`src/sv/sra_pkg.sv`:
```
// Types, constants and helper functions of the radix-to-ASCII converter.
// Depends on nothing; used by the divider, the top level and the testbench.
package sra_pkg;

  localparam int unsigned MaxDigits = 32;
  localparam int unsigned DigitW    = 6;
  localparam int unsigned CountW    = 6;

  localparam logic [5:0] RadixMin   = 6'd2;
  localparam logic [5:0] RadixMax   = 6'd36;
  localparam logic [5:0] RadixReset = 6'd10;

  localparam logic [7:0] CharMinus = 8'h2d;
  localparam logic [7:0] CharNul   = 8'h00;
  localparam logic [7:0] CharZero  = 8'h30;

  typedef struct packed {
    logic        start;
    logic [31:0] dividend;
    logic [5:0]  radix;
  } div_req_t;

  typedef struct packed {
    logic        done;
    logic [31:0] quot;
    logic [5:0]  rem;
  } div_rsp_t;

  // Floor of 2^32 divided by the radix, for radix 2 to 36.
  function automatic logic [31:0] recip(input logic [5:0] radix);
    logic [31:0] m;
    case (radix)
      6'd2:    m = 32'h8000_0000;
      6'd3:    m = 32'h5555_5555;
      6'd4:    m = 32'h4000_0000;
      6'd5:    m = 32'h3333_3333;
      6'd6:    m = 32'h2aaa_aaaa;
      6'd7:    m = 32'h2492_4924;
      6'd8:    m = 32'h2000_0000;
      6'd9:    m = 32'h1c71_c71c;
      6'd10:   m = 32'h1999_9999;
      6'd11:   m = 32'h1745_d174;
      6'd12:   m = 32'h1555_5555;
      6'd13:   m = 32'h13b1_3b13;
      6'd14:   m = 32'h1249_2492;
      6'd15:   m = 32'h1111_1111;
      6'd16:   m = 32'h1000_0000;
      6'd17:   m = 32'h0f0f_0f0f;
      6'd18:   m = 32'h0e38_e38e;
      6'd19:   m = 32'h0d79_435e;
      6'd20:   m = 32'h0ccc_cccc;
      6'd21:   m = 32'h0c30_c30c;
      6'd22:   m = 32'h0ba2_e8ba;
      6'd23:   m = 32'h0b21_642c;
      6'd24:   m = 32'h0aaa_aaaa;
      6'd25:   m = 32'h0a3d_70a3;
      6'd26:   m = 32'h09d8_9d89;
      6'd27:   m = 32'h097b_425e;
      6'd28:   m = 32'h0924_9249;
      6'd29:   m = 32'h08d3_dcb0;
      6'd30:   m = 32'h0888_8888;
      6'd31:   m = 32'h0842_1084;
      6'd32:   m = 32'h0800_0000;
      6'd33:   m = 32'h07c1_f07c;
      6'd34:   m = 32'h0787_8787;
      6'd35:   m = 32'h0750_7507;
      6'd36:   m = 32'h071c_71c7;
      default: m = 32'h0000_0000;
    endcase
    return m;
  endfunction

  // ASCII glyph of one digit value: 0-9 and then lowercase a-z.
  function automatic logic [7:0] glyph(input logic [5:0] d);
    logic [7:0] c;
    if (d < 6'd10) begin
      c = CharZero + 8'(d);
    end else if (d < RadixMax) begin
      c = 8'(d) + 8'h57;
    end else begin
      c = CharZero;
    end
    return c;
  endfunction

endpackage

```
`src/sv/sra_ram.sv`:
```
// Generic single-write, single-read RAM with registered read data.
// Depends on nothing.
module sra_ram #(
  parameter int unsigned Width = 6,
  parameter int unsigned Depth = 32
) (
  input  logic                     clk_i,
  input  logic                     we_i,
  input  logic [$clog2(Depth)-1:0] waddr_i,
  input  logic [Width-1:0]         wdata_i,
  input  logic                     re_i,
  input  logic [$clog2(Depth)-1:0] raddr_i,
  output logic [Width-1:0]         rdata_o
);

  logic [Width-1:0] mem_q [Depth];
  logic [Width-1:0] rdata_q;

  always_ff @(posedge clk_i) begin
    if (we_i) begin
      mem_q[waddr_i] <= wdata_i;
    end
    if (re_i) begin
      rdata_q <= mem_q[raddr_i];
    end
  end

  assign rdata_o = rdata_q;

endmodule

```
`src/sv/sra_divider.sv`:
```
// Shared divider: divides one 32-bit magnitude by the radix and takes the next request as it finishes.
// A reciprocal multiply gives a quotient at most one low, then one correction step.
// Depends on sra_pkg for the request and response types and the reciprocal table.
module sra_divider (
  input  logic              clk_i,
  input  logic              rst_ni,
  input  sra_pkg::div_req_t req_i,
  output sra_pkg::div_rsp_t rsp_o
);

  typedef enum logic [1:0] {
    D_IDLE,
    D_MUL,
    D_FIX
  } div_state_e;

  div_state_e  state_q, state_d;
  logic [31:0] x_q, x_d;
  logic [5:0]  b_q, b_d;
  logic [31:0] m_q, m_d;
  logic [31:0] qe_q, qe_d;

  logic [63:0] prod;
  logic [6:0]  r7;
  logic        fix;
  logic        can_start;

  assign prod = 64'(x_q) * 64'(m_q);
  assign r7   = x_q[6:0] - (qe_q[6:0] * {1'b0, b_q});
  assign fix  = (r7 >= {1'b0, b_q});

  assign can_start = (state_q == D_IDLE) || (state_q == D_FIX);

  always_comb begin
    state_d = state_q;
    x_d     = x_q;
    b_d     = b_q;
    m_d     = m_q;
    qe_d    = qe_q;
    case (state_q)
      D_MUL: begin
        qe_d    = prod[63:32];
        state_d = D_FIX;
      end
      D_FIX: begin
        state_d = D_IDLE;
      end
      default: begin
        state_d = D_IDLE;
      end
    endcase
    if (can_start && req_i.start) begin
      x_d     = req_i.dividend;
      b_d     = req_i.radix;
      m_d     = sra_pkg::recip(req_i.radix);
      state_d = D_MUL;
    end
  end

  always_ff @(posedge clk_i or negedge rst_ni) begin
    if (!rst_ni) begin
      state_q <= D_IDLE;
    end else begin
      state_q <= state_d;
    end
  end

  always_ff @(posedge clk_i) begin
    x_q  <= x_d;
    b_q  <= b_d;
    m_q  <= m_d;
    qe_q <= qe_d;
  end

  assign rsp_o.done = (state_q == D_FIX);
  assign rsp_o.quot = qe_q + {31'd0, fix};
  assign rsp_o.rem  = fix ? 6'(r7 - {1'b0, b_q}) : r7[5:0];

endmodule

```
`src/sv/signed_radix_to_ascii_core.sv`:
```
// Top level of the radix-to-ASCII converter; depends on sra_pkg, sra_divider and sra_ram.
// Sequencing: the shared divider gives one digit per request, least significant first, into the
// digit RAM; the characters are then read back most significant first, after a minus sign if any.
// Throughput: one item at a time; the next input is taken only after the last character of an item
// is taken (the minus sign overlaps the first RAM read); an invalid radix gives one NUL flagged last.
// Reset: radix becomes 10 and the sequencer idles; the digit RAM is not cleared.
module signed_radix_to_ascii_core (
  input  logic        clk_i,
  input  logic        rst_ni,
  input  logic        cfg_valid_i,
  output logic        cfg_ready_o,
  input  logic [5:0]  cfg_data_i,
  input  logic        in_valid_i,
  output logic        in_ready_o,
  input  logic [31:0] number_i,
  output logic        out_valid_o,
  input  logic        out_ready_i,
  output logic [7:0]  character_o,
  output logic        last_char_o
);

  typedef enum logic [2:0] {
    S_IDLE,
    S_DIV,
    S_SIGN,
    S_RD,
    S_OUT,
    S_ERR
  } core_state_e;

  core_state_e state_q;
  logic [5:0]  radix_q;
  logic [5:0]  cnt_q;
  logic        neg_q;
  logic [7:0]  char_q;

  sra_pkg::div_req_t div_req;
  sra_pkg::div_rsp_t div_rsp;

  logic        radix_ok;
  logic        in_fire;
  logic        out_fire;
  logic [31:0] magnitude;
  logic        more_digits;
  logic [5:0]  cnt_m1;
  logic [5:0]  cnt_m2;
  logic        ram_we;
  logic        ram_re;
  logic [4:0]  ram_raddr;
  logic [5:0]  ram_rdata;

  assign cfg_ready_o = 1'b1;

  assign radix_ok  = (radix_q >= sra_pkg::RadixMin) && (radix_q <= sra_pkg::RadixMax);
  assign in_ready_o  = (state_q == S_IDLE);
  assign out_valid_o = (state_q == S_SIGN) || (state_q == S_OUT) || (state_q == S_ERR);
  assign in_fire   = in_valid_i && in_ready_o;
  assign out_fire  = out_valid_o && out_ready_i;
  assign magnitude = number_i[31] ? (32'd0 - number_i) : number_i;
  assign more_digits = (div_rsp.quot != 32'd0) && (cnt_q != 6'(sra_pkg::MaxDigits - 1));
  assign cnt_m1 = cnt_q - 6'd1;
  assign cnt_m2 = cnt_q - 6'd2;

  always_comb begin
    div_req.start    = 1'b0;
    div_req.dividend = div_rsp.quot;
    div_req.radix    = radix_q;
    if (state_q == S_IDLE) begin
      div_req.start    = in_fire && radix_ok;
      div_req.dividend = magnitude;
    end else if (state_q == S_DIV) begin
      div_req.start = div_rsp.done && more_digits;
    end
  end

  assign ram_we = (state_q == S_DIV) && div_rsp.done;

  always_comb begin
    ram_re    = 1'b0;
    ram_raddr = cnt_m1[4:0];
    case (state_q)
      S_RD: begin
        ram_re = 1'b1;
      end
      S_SIGN: begin
        ram_re = out_ready_i;
      end
      S_OUT: begin
        ram_re    = out_ready_i && (cnt_q != 6'd1);
        ram_raddr = cnt_m2[4:0];
      end
      default: begin
        ram_re = 1'b0;
      end
    endcase
  end

  sra_divider u_divider (
    .clk_i  (clk_i),
    .rst_ni (rst_ni),
    .req_i  (div_req),
    .rsp_o  (div_rsp)
  );

  sra_ram #(
    .Width (sra_pkg::DigitW),
    .Depth (sra_pkg::MaxDigits)
  ) u_digit_ram (
    .clk_i   (clk_i),
    .we_i    (ram_we),
    .waddr_i (cnt_q[4:0]),
    .wdata_i (div_rsp.rem),
    .re_i    (ram_re),
    .raddr_i (ram_raddr),
    .rdata_o (ram_rdata)
  );

  always_ff @(posedge clk_i or negedge rst_ni) begin
    if (!rst_ni) begin
      state_q <= S_IDLE;
      radix_q <= sra_pkg::RadixReset;
      cnt_q   <= '0;
      neg_q   <= 1'b0;
      char_q  <= sra_pkg::CharNul;
    end else begin
      if (cfg_valid_i && cfg_ready_o) begin
        radix_q <= cfg_data_i;
      end
      case (state_q)
        S_IDLE: begin
          if (in_fire) begin
            cnt_q <= '0;
            neg_q <= number_i[31];
            if (radix_ok) begin
              state_q <= S_DIV;
            end else begin
              char_q  <= sra_pkg::CharNul;
              state_q <= S_ERR;
            end
          end
        end
        S_DIV: begin
          if (div_rsp.done) begin
            cnt_q <= cnt_q + 6'd1;
            if (!more_digits) begin
              if (neg_q) begin
                char_q  <= sra_pkg::CharMinus;
                state_q <= S_SIGN;
              end else begin
                state_q <= S_RD;
              end
            end
          end
        end
        S_SIGN: begin
          if (out_ready_i) begin
            state_q <= S_OUT;
          end
        end
        S_RD: begin
          state_q <= S_OUT;
        end
        S_OUT: begin
          if (out_ready_i) begin
            cnt_q <= cnt_m1;
            if (cnt_q == 6'd1) begin
              state_q <= S_IDLE;
            end
          end
        end
        S_ERR: begin
          if (out_ready_i) begin
            state_q <= S_IDLE;
          end
        end
        default: begin
          state_q <= S_IDLE;
        end
      endcase
    end
  end

  assign character_o = (state_q == S_OUT) ? sra_pkg::glyph(ram_rdata) : char_q;
  assign last_char_o = (state_q == S_ERR) || ((state_q == S_OUT) && (cnt_q == 6'd1));

endmodule

```
`config.mk`:
```
export PLATFORM = sky130hd
export DESIGN_NAME = signed_radix_to_ascii_core
export DESIGN_NICKNAME = d
export VERILOG_FILES = /design/src/sv/sra_pkg.sv /design/src/sv/sra_ram.sv /design/src/sv/sra_divider.sv /design/src/sv/signed_radix_to_ascii_core.sv
export SDC_FILE = /design/constraint.sdc
export NUM_CORES = 2
export LEC_CHECK = 0
export ABC_AREA = 1
export BUFFER_PORTS_ARGS = -buffer_cell sky130_fd_sc_hd__buf_2
export CORE_MARGIN = 4
export CORE_UTILIZATION = 45
export DETAILED_ROUTE_END_ITERATION = 16
export MAX_ROUTING_LAYER = met4
export SETUP_SLACK_MARGIN = 0.3
export SYNTH_ARGS = -nofsm -noshare
export SYNTH_HDL_FRONTEND = slang
export SYNTH_HIERARCHICAL = 1
export SYNTH_SLANG_ARGS = --single-unit
```
`constraint.sdc`:
```
create_clock -name clk_i -period 15.06 [get_ports clk_i]
set_clock_uncertainty 0.1 [all_clocks]
set_input_delay 0.753 -clock clk_i [delete_from_list [all_inputs] [get_ports clk_i]]
set_output_delay 0.753 -clock clk_i [all_outputs]
set_load 0.02 [all_outputs]
```
==> out/qor.yml <==
place:
  numPortBuffers: 53
  hpwl_um: 119000
  pre_cts_ws_ns: 7.19
  gp_congestion: 0.995
synth:
  yosys-top-cells-count: "nand2_1 (1927), inv_1 (1803), fa_1 (907), ha_1 (311), nor2_1 (307)"
  syn-cell-area_mm2: 0.0524
  synth_seq_area_share: 0.181
  ys_types: 54
  synth_top_area_frac: 0.346
  synth-edff-count: 300
  ys_top_cells_by_area: "fa_1 (35%), edfxtp_1 (17%), nand2_1 (14%)"
  synth_top_area_cell: "fa_1"
  ys.flop_type: "edfxtp_1"
  syn-num-nets: 7904
  synth.most_common_cell: "nand2_1"
  ys_ff_latch: 319
  async_reset_ff_frac: 0.0596
  yosys_warnings: 6
  avgSynthCellArea_um2: 7.89
  synth_cells: 6643
cells_and_area:
  layout-drive-gt1-share: 0.0327
  multi_input_area_mm2: 0.0351
  seq_area_mm2: 0.00949
  n_fill_cell: 11400
  syn2layout_area_growth_pct: 5.28
  fin_nets: 7809
critical_path:
  required_ns: 15.12
  cp_max_fo: 68
  critPathCaptureType: "flip-flop"
  crit_top_cell: "inv_1"
  path_class: "flip-flop to flip-flop"
  critPathMaxStageDelay_ns: 0.76
  critPathSlowestCell: "buf_4"
  cp.arrival_ns: 8.00
  start_kind: "flip-flop"
timing:
  setup_viol: 0
  drv_slew: 0
  hold_viol_final: 0
  finalCriticalPeriod_ns: 7.94
  timing.final.ws_setup_ns: 7.12
  fin_crit_sh: 0.527
  tightest_slew_ns: 1.02
  slew_headroom: 0.320
  rsz0062_at_grt: "false"
  fin_tns_setup_ns: 0
  max_freq_ghz: 0.126
global_routing:
  grt_use_total: 0.272
  grt_overflow: 0
  grt_max_degree: 97
  grt_pass1_wl_um: 249000
  grt_pass1_vias: 43300
  antenna_found_initial: 2
floorplanning:
  fp.dieArea_mm2: 0.122
  core_mm2: 0.115
  die_w_um: 349
  start_util: 0.456
  io_pins: 55
  rows: 124
  die_y_um: 349
drt:
  antenna_left: 0
  drt_iter0_drc: 3392
  drc: 0
  vias: 41700
  vias_per_cell: 5.16
  firstDrtPassIters: 6
  wl_per_cell_um: 19.5
  wl_um: 157000
clock_network:
  cts_buffer_depth: 3
  cts_tree: "built"
  path_clk_slew_ns: 0.07
  cts_max_level: 2
  postCtsHoldBufs: 0
  cts_sinks: 319
  clock-root-buffer: "clkbuf_16"
  cts_made_buffers: 34
  clk_latency_ns: 0.56
  ctsResizeCount: 0
  postCtsSetupRepairBufs: 0
flow_run:
  cap_viol_max_count: 0
worst_hold_path:
  min_path_type: "primary input to async pin"
outcome:
  outcome: "complete, no violations"
-- state kept, by name, indices dropped and copies added (netlist names) --
register / cells
neg_q: 1
u_digit_ram/rdata_o: 6
u_divider/m_q: 32
radix_q: 6
cnt_q: 6
u_divider/b_q: 6
char_q: 1
u_divider/qe_q: 32
u_digit_ram/mem_q: 192
state_q: 3
u_divider/state_q: 2
u_divider/x_q: 32
-- kinds of logic after synthesis --
group,share of synthesized area
AO/OA/AOI/OAI,0.0346
XOR/XNOR,0.0119
adder cells (fa/ha/maj),0.420
buffers and inverters,0.151
flip-flops,0.181
other,0.0000715
AND/OR/NAND/NOR,0.201
-- per-layer routing --
layer	up-vias	routed length (µm)	global-route usage
li1	19100	-	-
met1	20800	67800	0.373
met2	1555	74300	0.442
met3	236	11300	0.0275
met4	0	3900	0.0621
met5	-	0	-
-- layout by cell type (no fill, tap or decap), types with 10 or more instances in the layout --
cell	n
o211ai_1	11
dfrtp_1	17
inv_1	1803
nand2_1	1927
xor2_1	56
edfxtp_1	300
nor4_1	10
o21ai_0	129
clkbuf_16	34
o21ai_1	11
nand3_1	293
o21bai_1	14
xnor2_1	15
nand4_1	38
nor2_1	305
buf_4	79
a21oi_1	116
ha_1	310
nor3_1	26
buf_2	53
fa_1	907
-- cell type report --
class	instances	area share
multi-input combinational	4249	0.635
antenna	1	0.0000453
timing repair buffer	132	0.0155
clock inverter	18	0.00431
inverter	1812	0.123
clock buffer	37	0.0156
tap	1512	0.0343
sequential	319	0.172
-- final timing paths --
kind	slack, ns	startpoint	end	cells after the start
max	7.12	u_divider/qe_q[0]$_DFFE_PN_	u_divider/m_q[24]$_DFFE_PP_	36
min	0.04	rst_ni	char_q[3]$_DFFE_PN0P_	1
max reg2reg	7.12	u_divider/qe_q[0]$_DFFE_PN_	u_divider/m_q[24]$_DFFE_PP_	36
min reg2reg	0.38	char_q[3]$_DFFE_PN0P_	char_q[3]$_DFFE_PN0P_	2
max in group asynchronous	14.44	rst_ni	radix_q[1]$_DFFE_PN1P_	1
min in group clk_i	0.30	cfg_data_i[5]	radix_q[5]$_DFFE_PN0P_	3
-- critical path, delay by kind of cell, from the launching register on --
| kind | cells | cell delay [ns] |
|---|---|---|
| adders and majority gates | 8 | 2.87 |
| and+or+nand+nor | 18 | 2.17 |
| buffers and inverters | 7 | 1.23 |
| DFF | 1 | 0.71 |
| AOI/OAI and AO/OA | 2 | 0.21 |
| xor gates and xnor gates | 1 | 0.20 |
-- per-stage QoR --
| stage | hold slack (ns) | instance area, µm² | instances | utilization |
|---|---|---|---|---|
| after detailed placement | 0.363 | 54100 | 8024 | 0.471 |
| final | 0.0450 | 55200 | 8080 | 0.480 |
| after floorplan | 0.323 | 52400 | 6643 | - |
| after CTS | 0.0206 | 55200 | 8079 | 0.480 |
| after global routing | 0.0458 | 55200 | 8080 | 0.480 |
| after global placement | 0.355 | 54100 | 8024 | 0.471 |
Power is not shown: default switching activity piles up to over one toggle a cycle in this logic, so the estimate is an artifact.
